$ cat src/hdl/assert_macros.svh
// Assertion helpers for the estimator RTL.
`ifndef ASSERT_MACROS_SVH
`define ASSERT_MACROS_SVH

// Checked property, switched off while reset is held.
`define EVS_ASSERT(lbl, clk, rstn, prop, msg) \
    lbl: assert property (@(posedge clk) disable iff (!rstn) prop) else $error(msg);

// Checked property, also checked during reset.
`define EVS_ASSERT_ALWAYS(lbl, clk, prop, msg) \
    lbl: assert property (@(posedge clk) prop) else $error(msg);

`endif

$ cat src/hdl/evs_pkg.sv
`timescale 1ns / 1ps
`default_nettype none
// ----------------------------------------------------------------------------
// Encoder velocity estimator package
// Shared widths, register indexes, the divider status type and the saturation helper.
// ----------------------------------------------------------------------------
package evs_pkg;

    localparam int VelW        = 48;
    localparam int FracBitsDef = 16;
    localparam int ProdW       = 51;
    localparam int WgtW        = 17;
    localparam int DivDenW     = 32;

    localparam logic [19:0] UsPerSec = 20'd1000000;
    localparam logic [16:0] WeightOne = 17'd65536;

    localparam logic [1:0] RegTicksPerSec = 2'd0;
    localparam logic [1:0] RegStopTimeout = 2'd1;
    localparam logic [1:0] RegWindowLen   = 2'd2;
    localparam logic [1:0] RegBlendCounts = 2'd3;

    typedef struct packed {
        logic busy;
        logic done;
        logic ovf;
    } t_div_stat;

    // Clamp an unsigned magnitude to the signed velocity range and apply the sign.
    function automatic logic [VelW-1:0] sat_vel(input logic neg, input logic big,
                                                 input logic [VelW-1:0] mag);
        logic [VelW-1:0] res;
        if (big || mag[VelW-1]) begin
            res = neg ? {1'b1, {(VelW-1){1'b0}}} : {1'b0, {(VelW-1){1'b1}}};
        end else begin
            res = neg ? (~mag + 1'b1) : mag;
        end
        return res;
    endfunction

endpackage
`default_nettype wire

$ cat src/hdl/evs_div.sv
`timescale 1ns / 1ps
`default_nettype none
// ----------------------------------------------------------------------------
// Iterative divider
// Restoring divider, one quotient bit per cycle over a left-aligned dividend.
// ----------------------------------------------------------------------------
module evs_div #(
    parameter int DIVW = 68
) (
    input  wire logic                           i_clk,
    input  wire logic                           i_rst_n,
    input  wire logic                           i_start,
    input  wire logic [DIVW-1:0]                i_dividend,
    input  wire logic [$clog2(DIVW+1)-1:0]      i_len,
    input  wire logic [evs_pkg::DivDenW-1:0]    i_divisor,
    output logic      [evs_pkg::VelW-1:0]       o_quot,
    output evs_pkg::t_div_stat                  o_stat
);
    localparam int CntW = $clog2(DIVW+1);
    localparam int DW   = evs_pkg::DivDenW;
    localparam int QW   = evs_pkg::VelW;

    logic [DIVW-1:0] r_num;
    logic [DW-1:0]   r_rem;
    logic [DW-1:0]   r_den;
    logic [QW-1:0]   r_q;
    logic            r_ovf;
    logic [CntW-1:0] r_cnt;
    logic            r_busy;
    logic            r_done;

    logic [DW:0] trial;
    logic [DW:0] diff;
    logic        ge;

    always_comb begin
        trial = {r_rem, r_num[DIVW-1]};
        diff  = trial - {1'b0, r_den};
        ge    = trial >= {1'b0, r_den};
    end

    always_ff @(posedge i_clk) begin
        if (!i_rst_n) begin
            r_busy <= 1'b0;
            r_done <= 1'b0;
            r_cnt  <= '0;
        end else begin
            r_done <= 1'b0;
            if (i_start) begin
                r_busy <= 1'b1;
                r_cnt  <= i_len;
            end else if (r_busy) begin
                r_cnt <= r_cnt - 1'b1;
                if (r_cnt == CntW'(1)) begin
                    r_busy <= 1'b0;
                    r_done <= 1'b1;
                end
            end
        end
    end

    always_ff @(posedge i_clk) begin
        if (i_start) begin
            r_num <= i_dividend;
            r_den <= i_divisor;
            r_rem <= '0;
            r_q   <= '0;
            r_ovf <= 1'b0;
        end else if (r_busy) begin
            r_num <= r_num << 1;
            r_rem <= ge ? diff[DW-1:0] : trial[DW-1:0];
            r_q   <= {r_q[QW-2:0], ge};
            r_ovf <= r_ovf | r_q[QW-1];
        end
    end

    assign o_quot      = r_q;
    assign o_stat.busy = r_busy;
    assign o_stat.done = r_done;
    assign o_stat.ovf  = r_ovf;

endmodule
`default_nettype wire

$ cat src/hdl/encoder_velocity_estimator.sv
// Each request steps through the period division, the window count division and the
// weight division where they apply, then, for a blend, the serial multiply and its
// rounding; all divisions run on the one bit-serial divider.
// One request is in work at a time; the next is taken in the cycle after the result is
// registered, and a result still waiting in the output register holds the last step.
// Reset is synchronous, active low, and restores the register defaults and clears the window.
`timescale 1ns / 1ps
`default_nettype none
// ----------------------------------------------------------------------------
// Encoder velocity estimator
// Blends a period estimate and a windowed count estimate with one shared divider.
// ----------------------------------------------------------------------------
`include "assert_macros.svh"
module encoder_velocity_estimator #(
    parameter int FRACTION_BITS = evs_pkg::FracBitsDef
) (
    input  wire logic        i_clk,
    input  wire logic        i_rst_n,
    input  wire logic        i_cfg_valid,
    output logic             o_cfg_ready,
    input  wire logic [1:0]  i_cfg_index,
    input  wire logic [31:0] i_cfg_data,
    input  wire logic        i_in_valid,
    output logic             o_in_ready,
    input  wire logic [31:0] i_now_ticks,
    input  wire logic [31:0] i_now_us,
    input  wire logic [31:0] i_last_edge_ticks,
    input  wire logic [31:0] i_last_period_ticks,
    input  wire logic signed [1:0]  i_edge_direction,
    input  wire logic signed [31:0] i_position_count,
    output logic             o_out_valid,
    input  wire logic        i_out_ready,
    output logic signed [47:0] o_velocity,
    output logic             o_velocity_valid
);
    localparam int VW   = evs_pkg::VelW;
    localparam int DIVW = evs_pkg::ProdW + 1 + FRACTION_BITS;
    localparam int CntW = $clog2(DIVW+1);
    localparam int PerW = 33 + FRACTION_BITS;
    localparam int AccW = 66;

    typedef enum logic [11:0] {
        S_IDLE  = 12'b0000_0000_0001,
        S_PER   = 12'b0000_0000_0010,
        S_PWAIT = 12'b0000_0000_0100,
        S_PROD  = 12'b0000_0000_1000,
        S_CNT   = 12'b0000_0001_0000,
        S_CWAIT = 12'b0000_0010_0000,
        S_WGT   = 12'b0000_0100_0000,
        S_WWAIT = 12'b0000_1000_0000,
        S_MINIT = 12'b0001_0000_0000,
        S_MUL   = 12'b0010_0000_0000,
        S_RND   = 12'b0100_0000_0000,
        S_FIN   = 12'b1000_0000_0000
    } t_state;

    t_state r_state;

    logic [31:0] r_tps;
    logic [30:0] r_stop;
    logic [31:0] r_wl;
    logic [15:0] r_bc;

    logic [31:0] r_wstart;
    logic [31:0] r_wcount;
    logic [VW-1:0] r_blended;
    logic        r_has;

    logic [31:0] r_nt, r_nus, r_edge, r_per, r_pos;
    logic [1:0]  r_dir;
    logic [VW-1:0] r_vper, r_vcnt, r_blend;
    logic [31:0] r_dmag;
    logic        r_dneg;
    logic [evs_pkg::ProdW-1:0] r_prod;
    logic [evs_pkg::WgtW-1:0]  r_a;
    logic [AccW-1:0] r_acc, r_md;
    logic [4:0]  r_mcnt;

    logic          r_ovalid;
    logic [VW-1:0] r_ovel;
    logic          r_ovv;

    // Derived conditions of the request in work.
    logic        stale, per_ok, started, elapsed;
    logic [31:0] dt, dc, dmag, age;
    logic [15:0] bce;
    logic [VW:0] vdiff;
    logic [AccW-1:0] rnd_mag;
    logic [AccW-1:0] rnd_sum;
    logic [AccW-17:0] rnd_q;
    logic [VW-1:0] rnd_res;

    always_comb begin
        age     = r_nt - r_edge;
        stale   = (r_edge == '0) || (age > {1'b0, r_stop});
        per_ok  = !stale && (r_per != '0) && (r_dir != '0);
        started = r_wstart != '0;
        dt      = r_nus - r_wstart;
        elapsed = started && (dt >= r_wl);
        dc      = r_pos - r_wcount;
        dmag    = dc[31] ? (~dc + 1'b1) : dc;
        bce     = (r_bc == '0) ? 16'd1 : r_bc;
        vdiff   = {r_vcnt[VW-1], r_vcnt} - {r_vper[VW-1], r_vper};
        rnd_mag = r_acc[AccW-1] ? (~r_acc + 1'b1) : r_acc;
        rnd_sum = rnd_mag + AccW'(32768);
        rnd_q   = rnd_sum[AccW-1:16];
        rnd_res = r_acc[AccW-1] ? (~rnd_q[VW-1:0] + 1'b1) : rnd_q[VW-1:0];
    end

    // Shared divider and its operand selection.
    logic                    div_start;
    logic [DIVW-1:0]         div_num;
    logic [CntW-1:0]         div_len;
    logic [31:0]             div_den;
    logic [VW-1:0]           div_q;
    evs_pkg::t_div_stat      div_stat;
    logic [PerW-1:0]         per_num;
    logic [32:0]             wgt_num;
    logic [DIVW-1:0]         cnt_num;

    always_comb begin
        per_num = {1'b0, r_tps, {FRACTION_BITS{1'b0}}} + PerW'(r_per >> 1);
        wgt_num = {1'b0, r_dmag[15:0], 16'b0} + 33'(bce >> 1);
        cnt_num = {1'b0, r_prod, {FRACTION_BITS{1'b0}}} + DIVW'(dt >> 1);
        div_start = 1'b0;
        div_num   = cnt_num;
        div_len   = CntW'(DIVW);
        div_den   = dt;
        case (r_state)
            S_PER: begin
                div_start = per_ok;
                div_num   = {per_num, {(DIVW-PerW){1'b0}}};
                div_len   = CntW'(PerW);
                div_den   = r_per;
            end
            S_CNT: begin
                div_start = dt != '0;
            end
            S_WGT: begin
                div_start = per_ok && (r_dmag < {16'b0, bce});
                div_num   = {wgt_num, {(DIVW-33){1'b0}}};
                div_len   = CntW'(33);
                div_den   = {16'b0, bce};
            end
            default: begin
                div_start = 1'b0;
            end
        endcase
    end

    evs_div #(.DIVW(DIVW)) u_div (
        .i_clk      (i_clk),
        .i_rst_n    (i_rst_n),
        .i_start    (div_start),
        .i_dividend (div_num),
        .i_len      (div_len),
        .i_divisor  (div_den),
        .o_quot     (div_q),
        .o_stat     (div_stat)
    );

    logic out_free;
    assign out_free    = !r_ovalid || i_out_ready;
    assign o_in_ready  = r_state == S_IDLE;
    // Registers change only between requests.
    assign o_cfg_ready = r_state == S_IDLE;

    // Sequencer and control state.
    always_ff @(posedge i_clk) begin
        if (!i_rst_n) begin
            r_state   <= S_IDLE;
            r_tps     <= 32'd1000000;
            r_stop    <= 31'd500000;
            r_wl      <= 32'd20000;
            r_bc      <= 16'd100;
            r_wstart  <= '0;
            r_wcount  <= '0;
            r_blended <= '0;
            r_has     <= 1'b0;
            r_ovalid  <= 1'b0;
        end else begin
            if (i_cfg_valid && o_cfg_ready) begin
                case (i_cfg_index)
                    evs_pkg::RegTicksPerSec: r_tps  <= i_cfg_data;
                    evs_pkg::RegStopTimeout: r_stop <= i_cfg_data[30:0];
                    evs_pkg::RegWindowLen:   r_wl   <= i_cfg_data;
                    evs_pkg::RegBlendCounts: r_bc   <= i_cfg_data[15:0];
                    default: r_bc <= r_bc;
                endcase
            end
            if (r_state == S_FIN && out_free) begin
                r_ovalid <= 1'b1;
            end else if (r_ovalid && i_out_ready) begin
                r_ovalid <= 1'b0;
            end
            case (r_state)
                S_IDLE:  if (i_in_valid) r_state <= S_PER;
                S_PER:   r_state <= per_ok ? S_PWAIT : S_PROD;
                S_PWAIT: if (div_stat.done) r_state <= S_PROD;
                S_PROD:  r_state <= elapsed ? S_CNT : S_FIN;
                S_CNT:   r_state <= (dt != '0) ? S_CWAIT : S_WGT;
                S_CWAIT: if (div_stat.done) r_state <= S_WGT;
                S_WGT: begin
                    if (!per_ok) r_state <= S_FIN;
                    else if (div_start) r_state <= S_WWAIT;
                    else r_state <= S_MINIT;
                end
                S_WWAIT: if (div_stat.done) r_state <= S_MINIT;
                S_MINIT: r_state <= S_MUL;
                S_MUL:   if (r_mcnt == 5'd16) r_state <= S_RND;
                S_RND:   r_state <= S_FIN;
                S_FIN: begin
                    if (out_free) begin
                        r_state  <= S_IDLE;
                        if (!started) begin
                            r_wstart <= r_nus;
                            r_wcount <= r_pos;
                            if (per_ok) begin
                                r_blended <= r_vper;
                                r_has     <= 1'b1;
                            end
                        end else if (elapsed) begin
                            r_blended <= per_ok ? r_blend : r_vcnt;
                            r_has     <= 1'b1;
                            r_wstart  <= r_nus;
                            r_wcount  <= r_pos;
                        end else begin
                            if ((r_has || per_ok) && stale) begin
                                r_blended <= '0;
                            end else if (!r_has && per_ok) begin
                                r_blended <= r_vper;
                            end
                            if (per_ok) r_has <= 1'b1;
                        end
                    end
                end
                default: r_state <= S_IDLE;
            endcase
        end
    end

    // Datapath registers.
    always_ff @(posedge i_clk) begin
        if (r_state == S_IDLE && i_in_valid) begin
            r_nt   <= i_now_ticks;
            r_nus  <= i_now_us;
            r_edge <= i_last_edge_ticks;
            r_per  <= i_last_period_ticks;
            r_dir  <= i_edge_direction;
            r_pos  <= i_position_count;
            r_vper <= '0;
            r_vcnt <= '0;
        end
        if (r_state == S_PWAIT && div_stat.done) begin
            r_vper <= evs_pkg::sat_vel(r_dir[1], div_stat.ovf, div_q);
        end
        if (r_state == S_PROD) begin
            r_dmag <= dmag;
            r_dneg <= dc[31];
            r_prod <= evs_pkg::ProdW'({19'b0, dmag} * {31'b0, evs_pkg::UsPerSec});
        end
        if (r_state == S_CWAIT && div_stat.done) begin
            r_vcnt <= evs_pkg::sat_vel(r_dneg, div_stat.ovf, div_q);
        end
        if (r_state == S_WGT) begin
            r_a <= evs_pkg::WeightOne;
        end else if (r_state == S_WWAIT && div_stat.done) begin
            r_a <= div_q[evs_pkg::WgtW-1:0];
        end
        // Blend as v_per * 1.0 + (v_cnt - v_per) * a, one weight bit per cycle.
        if (r_state == S_MINIT) begin
            r_acc  <= {{(AccW-VW-16){r_vper[VW-1]}}, r_vper, 16'b0};
            r_md   <= {{(AccW-VW-1){vdiff[VW]}}, vdiff};
            r_mcnt <= '0;
        end else if (r_state == S_MUL) begin
            if (r_a[0]) r_acc <= r_acc + r_md;
            r_md   <= r_md << 1;
            r_a    <= r_a >> 1;
            r_mcnt <= r_mcnt + 1'b1;
        end
        if (r_state == S_RND) begin
            r_blend <= rnd_res;
        end
        if (r_state == S_FIN && out_free) begin
            if (!started) begin
                r_ovel <= per_ok ? r_vper : '0;
                r_ovv  <= per_ok;
            end else if (elapsed) begin
                r_ovel <= per_ok ? r_blend : r_vcnt;
                r_ovv  <= 1'b1;
            end else begin
                if ((r_has || per_ok) && stale) r_ovel <= '0;
                else if (r_has) r_ovel <= r_blended;
                else r_ovel <= per_ok ? r_vper : '0;
                r_ovv <= r_has || per_ok;
            end
        end
    end

    assign o_out_valid      = r_ovalid;
    assign o_velocity       = r_ovel;
    assign o_velocity_valid = r_ovv;

    `EVS_ASSERT(a_one_request, i_clk, i_rst_n, (i_in_valid && o_in_ready) |=> !o_in_ready, "request accepted while one is in work")
    `EVS_ASSERT(a_div_idle, i_clk, i_rst_n, div_start |-> !div_stat.busy, "divider restarted while busy")
    `EVS_ASSERT(a_invalid_zero, i_clk, i_rst_n, (o_out_valid && !o_velocity_valid) |-> (o_velocity == '0), "invalid result with nonzero velocity")
    `EVS_ASSERT(a_wait_done, i_clk, i_rst_n, (r_state == S_PWAIT && !div_stat.done) |-> div_stat.busy, "waiting on an idle divider")

endmodule
`default_nettype wire

$ cat config.mk
export PLATFORM = sky130hd
export DESIGN_NAME = encoder_velocity_estimator
export DESIGN_NICKNAME = d
export VERILOG_FILES = /design/src/hdl/evs_pkg.sv /design/src/hdl/evs_div.sv /design/src/hdl/encoder_velocity_estimator.sv
export VERILOG_INCLUDE_DIRS = /design/src /design/src/hdl
export SDC_FILE = /design/constraint.sdc
export NUM_CORES = 2
export LEC_CHECK = 0
export BUFFER_PORTS_ARGS = -buffer_cell sky130_fd_sc_hd__buf_4
export CORE_ASPECT_RATIO = 1.75
export CORE_MARGIN = 2
export CORE_UTILIZATION = 30
export CTS_CLUSTER_DIAMETER = 150
export DETAILED_ROUTE_END_ITERATION = 16
export PLACE_DENSITY = 0.42
export SETUP_SLACK_MARGIN = 0.1
export SLEW_MARGIN = 40
export SYNTH_ARGS = -nofsm -noshare
export SYNTH_HDL_FRONTEND = slang
export SYNTH_HIERARCHICAL = 1
export SYNTH_SLANG_ARGS = --single-unit
$ cat constraint.sdc
create_clock -name i_clk -period 18.7 [get_ports i_clk]
set_input_delay 0.935 -clock i_clk [delete_from_list [all_inputs] [get_ports i_clk]]
set_output_delay 0.935 -clock i_clk [all_outputs]
set_load 0.02 [all_outputs]
Word level (Yosys, flattened, before mapping)
Cells that the tools add are included.
Widths: inputs -> output; s select.
{ "op_classes": {"n_mul": 1, "mux": 69, "n_shift": 0, "n_addsub": 16, "n_lt_le_gt_ge": 4, "n_eq_ne": 25, "bitwise": 7, "div_mod_pow": 0, "reduce_logical": 45} }
{ "op_table": {"columns": ["cell", "n"], "rows": [
  ["$mux 48", 21],
  ["$mux 66", 5],
  ["$mux 32", 6],
  ["$pmux 12 s12", 1],
  ["$mux 68", 2],
  ["$pmux 68 s2", 1],
  ["$sub 32x32->32", 4],
  ["$add 48x1->48 const B", 2],
  ["$mux 12", 8],
  ["$not 48->48", 2],
  ["$reduce_bool 32->1", 3],
  ["$add 67x31->68", 1],
  ["$mux 17", 4],
  ["$add 66x66->66", 1],
  ["$add 64x1->64 const B", 1],
  ["$add 64x16->64 const B", 1],
  ["$mux 64", 1],
  ["$not 64->64", 1],
  ["$pmux 32 s2", 1],
  ["$add 48x31->49", 1],
  ["$sub 48x48->49", 1],
  ["$mul 32x14->45 const B", 1],
  ["$add 32x15->33", 1],
  ["$ge 33x32->1", 1],
  ["other kinds (47)", 96]
]} }
{ "totals": {"in_bits": 201, "rom_bits": 0, "latchBits": 0, "word_cells": 204, "memories": 0, "ram_bits": 0, "output_inout_bits": 52, "ff_bits": 1014} }

Longest topological paths before layout
{ "depth": {"ltp_word": 11, "ltp_mapped": 43, "mapped_depth_nobuf": 42} }

Hierarchy
Netlist, hierarchy kept.
{ "by_module_without_submodules": {"columns": ["mod", "n_inst", "seq_area_each_um2", "area_per_inst_um2", "cells_per_inst"], "rows": [
  ["encoder_velocity_estimator", 1, 21901.0, 60543.1, 6701],
  ["evs_div", 1, 4804.6, 9386.5, 837]
]} }

Worst setup path before layout
Ideal clock, no wire load.
{ "synth_path": {"kind": "register -> register", "start": "reg r_pos[8]", "end": "reg r_prod[48] (netlist bit), data pin", "setup_ps": 258, "slack_ps": 8835, "stages_incl_launch_ff": 40, "synth_period_minus_slack_ps": 9865, "t_arrival_ps": 9607, "path_buffers": 1, "t_required_ps": 18442, "path_cell_list": "edfxtp_1 ha_1 a21o_1 a21oi_1 o21bai_1 nand2_1 a311oi_1 o2111ai_1 o211a_1 o41ai_1 a21oi_1 xor2_1 inv_1 clkbuf_1 o21ai_0 xnor2_1 fa_1 fa_1 [4 not listed] ha_1 inv_1 fa_1 inv_1 ha_1 a21o_1 a21o_1 or3_1 a41o_1 a21boi_0 a21oi_1 o221ai_1 o21ai_0 or3_1 nand3_1 nand2_1 nor2_1 xnor2_1"} }
{ "synth_between": {"elab_cells_between_ends": 5, "cone_classes": "2 x add/sub; 1 x mul; 1 x mux; 1 x bitwise"} }
{ "synth_lines": {"columns": ["element", "line", "source"], "rows": [
  ["start, declared", "encoder_velocity_estimator.sv:69", "logic [31:0] r_nt, r_nus, r_edge, r_per, r_pos;"],
  ["start signal, assigned", "encoder_velocity_estimator.sv:250", "r_pos <= i_position_count;"],
  ["$sub 32x32->32", "encoder_velocity_estimator.sv:100", "dc = r_pos - r_wcount;"],
  ["named net dc[31]", "encoder_velocity_estimator.sv:85", "logic [31:0] dt, dc, dmag, age;"],
  ["$mux 32", "encoder_velocity_estimator.sv:101", "dmag = dc[31] ? (~dc + 1'b1) : dc;"],
  ["named net dmag[4]", "encoder_velocity_estimator.sv:85", null],
  ["$mul 32x14->45", "encoder_velocity_estimator.sv:260", "r_prod <= evs_pkg::ProdW'({19'b0, dmag} * {31'b0, evs_pkg::UsPerSec});"],
  ["end signal, assigned", "encoder_velocity_estimator.sv:260", null],
  ["end, declared", "encoder_velocity_estimator.sv:74", "logic [evs_pkg::ProdW-1:0] r_prod;"]
]} }
The timed path passes the listed nets, and every way through them passes these cells.
A chain may end at the register's enable or synchronous reset.

Worst setup path after layout
{ "layout_path": {"start": "reg r_wcount[1]", "end": "reg r_prod[48] (netlist bit), data pin"} }
{ "layout_between": {"elab_chain_cells": 5} }
{ "layout_lines": {"columns": ["element", "line", "source"], "rows": [
  ["start, declared", "encoder_velocity_estimator.sv:65", "logic [31:0] r_wcount;"],
  ["start signal, assigned", "encoder_velocity_estimator.sv:217", "r_wcount <= r_pos;"],
  ["start signal, assigned", "encoder_velocity_estimator.sv:226", "r_wcount <= r_pos;"],
  ["$sub 32x32->32 (*)", "encoder_velocity_estimator.sv:100", null],
  ["$not 32->32", "encoder_velocity_estimator.sv:101", null],
  ["$add 32x1->32", "encoder_velocity_estimator.sv:101", null],
  ["$mux 32 (*)", "encoder_velocity_estimator.sv:101", null],
  ["named net dmag[9]", "encoder_velocity_estimator.sv:85", null],
  ["$mul 32x14->45 (*)", "encoder_velocity_estimator.sv:260", null]
]} }
Mark *: on every way through the listed nets, which the timed path passes. The rest lies on a longest branch.

==> results by group <==
Run status
  • Status: finished clean

Synth
  • Cells after Synth: ~7500
  • Netlist Area Pre-Place: 69920 um2
  • YS warnings: 6
  • Mean Syn Cell Area: between 9 and 10 um2

Worst setup path
  • R2R depth: a little over 40
  • CP peak stage delay: roughly 730 ps
  • FF-to-FF Start: r_wcount[1]
  • CP endpoint kind: flip-flop
  • R2R Path End: r_prod[48]
  • R2R setup slack: ~7300 ps
  • WS Path Type: reg2reg
  • Critical path required time: around 19000 ps
  • Crit path max-delay cell type: a311oi_1
  • Crit path top cell by count: inv_1
  • Startpoint Class: flip-flop
  • Worst Path Max Fanout: 17
  • CP arrival: 11810 ps

GRT
  • Vias in the first global route: ~57000
  • Antenna violations before repair: 12
  • Pin count of the biggest net entering global routing: between 100 and 150
  • GRT Resource Usage Total: 20.51%
  • Grt total ovfl: 0
  • First-pass GRT wire length: 368100 um

Placement
  • RePlAce Congestion: 0.8966
  • DP Wirelength: about 200000 um
  • IO buf count: 252

Route
  • Drt first pass iters: 5
  • DR vias/cell: slightly above 5
  • Antenna-violating nets left: 0
  • Initial detailed-routing violation count: ~3100
  • WL final: roughly 250000 um
  • Via count: around 56000
  • Routed length per instance: about 23 um
  • # DRC: 0

Finish
  • Layout cell share with drive strength beyond 1: under 10%
  • # nets final: 8483
  • Final core utilization: between 30% and 40%
  • Area grow syn2layout: 13.62%

Hold path
  • Hold Path Class: in2reg
  • Hold Path Stages: 1
  • Worst Hold Launch: i_last_edge_ticks[8]
  • Hold EP: r_edge[8]

STA
  • Hold Violations, Final: 0
  • Max-slew violations: 0
  • Min Tclk post-route: 11360 ps
  • Worst-Margin Slew: 906.0 ps
  • RSZ-0062 raised after global routing: no
  • Fin crit share: about three fifths
  • Final setup violation count: 0
  • Setup Skew: 83.08 ps
  • Setup TNS after final layout: 0 ps
  • Fmax: 0.08806 GHz
  • Max_slew headroom: about 39%

Floorplanning
  • Starting density of the core: a little under a third
  • Die height: between 600 and 700 um
  • Die width: ~370 um
  • Core Region: approximately 230000 um2
  • Row count: between 200 and 250
  • # IOs: between 200 and 300
  • Total die area: 237100 um2

Clock tree
  • Root buf cell: clkbuf_16
  • Cts hold-fix bufs: 0
  • Clk buf depth: 3
  • Clock Latency Late Sink: 770 ps
  • CTS buffer count: approximately 110
  • CTS clk-pin slew, worst paths: about 70 ps
  • H-tree levels: 3
  • Clock sinks: a little over 1000
  • CTS tree: built
  • Cts repair resizes: 0
  • Post-CTS Setup Bufs: 0

Run
  • Max cap viols: 0
==> per-stage QoR <==
step / area [um2] / hold slack [ps] / instances / setup WS (ps)
3_3_place_gp: 75230 / 434.2 / 10610 / 7096
2_1_floorplan: 69930 / 424.8 / 7538 / 8835
3_5_place_dp: 75480 / 442.6 / 10610 / 7361
5_1_grt: 79440 / 304.1 / 10830 / 6505
6_report: 79450 / 352.1 / 10830 / 7344
4_1_cts: 79390 / 272.2 / 10830 / 7223
==> how the worst max path moves through the flow <==
stage,end,start
6_report,r_prod[48],r_wcount[1]
5_1_grt,r_prod[48],r_wcount[1]
4_1_cts,r_prod[48],r_wcount[1]
3_5_place_dp,r_prod[48],r_wcount[1]
3_3_place_gp,r_prod[48],r_wcount[1]
2_1_floorplan,r_prod[48],r_pos[8]
==> worst max-delay path: cells and delay by family, from the launching register on <==
kind	cells	cell delay, ps
AO/OA/AOI/OAI	14	4160
XOR/XNOR	3	880
adder cells (fa/ha/maj)	7	2860
buffers and inverters	7	840
flip-flops	1	390
AND/OR/NAND/NOR	10	1910
==> area by class of cell <==
| cell class | count | area (um2) |
|---|---|---|
| Clock inverter | 75 | 818.3 |
| Clock buffer | 136 | 3092 |
| Timing Repair Buffer | 357 | 2765 |
| Multi-Input combinational cell | 5550 | 39840 |
| Antenna cell | 5 | 12.51 |
| Fill cell | 24060 | 152400 |
| Tap cell | 3068 | 3839 |
| Sequential cell | 1011 | 26710 |
| Inverter | 629 | 2369 |
==> cells in the final DEF (no fill, tap or decap), types with 110 or more instances in the layout <==
cell type and instances:
nor3_1 111, nand3_1 136, inv_1 622, fa_1 126, mux2i_1 202, edfxtp_1 646
a21boi_0 110, ha_1 496, nor2_1 586, xor2_1 164, dfxtp_1 364, a21oi_1 412
buf_4 347, xnor2_1 347, o21ai_0 428, a21o_1 181, nor2b_1 122, clkbuf_16 117
nand2_1 680
==> state kept, by name, summed over array words and instances (netlist names), 42 cells and up <==
| register | count |
|---|---|
| u_div/r_num | 68 |
| r_acc | 66 |
| r_md | 66 |
| o_velocity | 48 |
| r_blend | 48 |
| r_blended | 48 |
| r_vcnt | 48 |
| r_vper | 48 |
| u_div/o_quot | 48 |
| r_prod | 42 |
==> layer usage <==
metal | track usage (%) | up-vias | wire length [um]
met1 | 20.92 | 27380 | 89910
met4 | 9.130 | 8 | 12260
met2 | 41.07 | 1154 | 138800
li1 | - | 27240 | -
met3 | 2.103 | 388 | 7640
met5 | 0 | - | 55
Power is left out: the tool's default activity adds up to more than one toggle a clock period on the data nets, which glitch-free logic cannot reach.
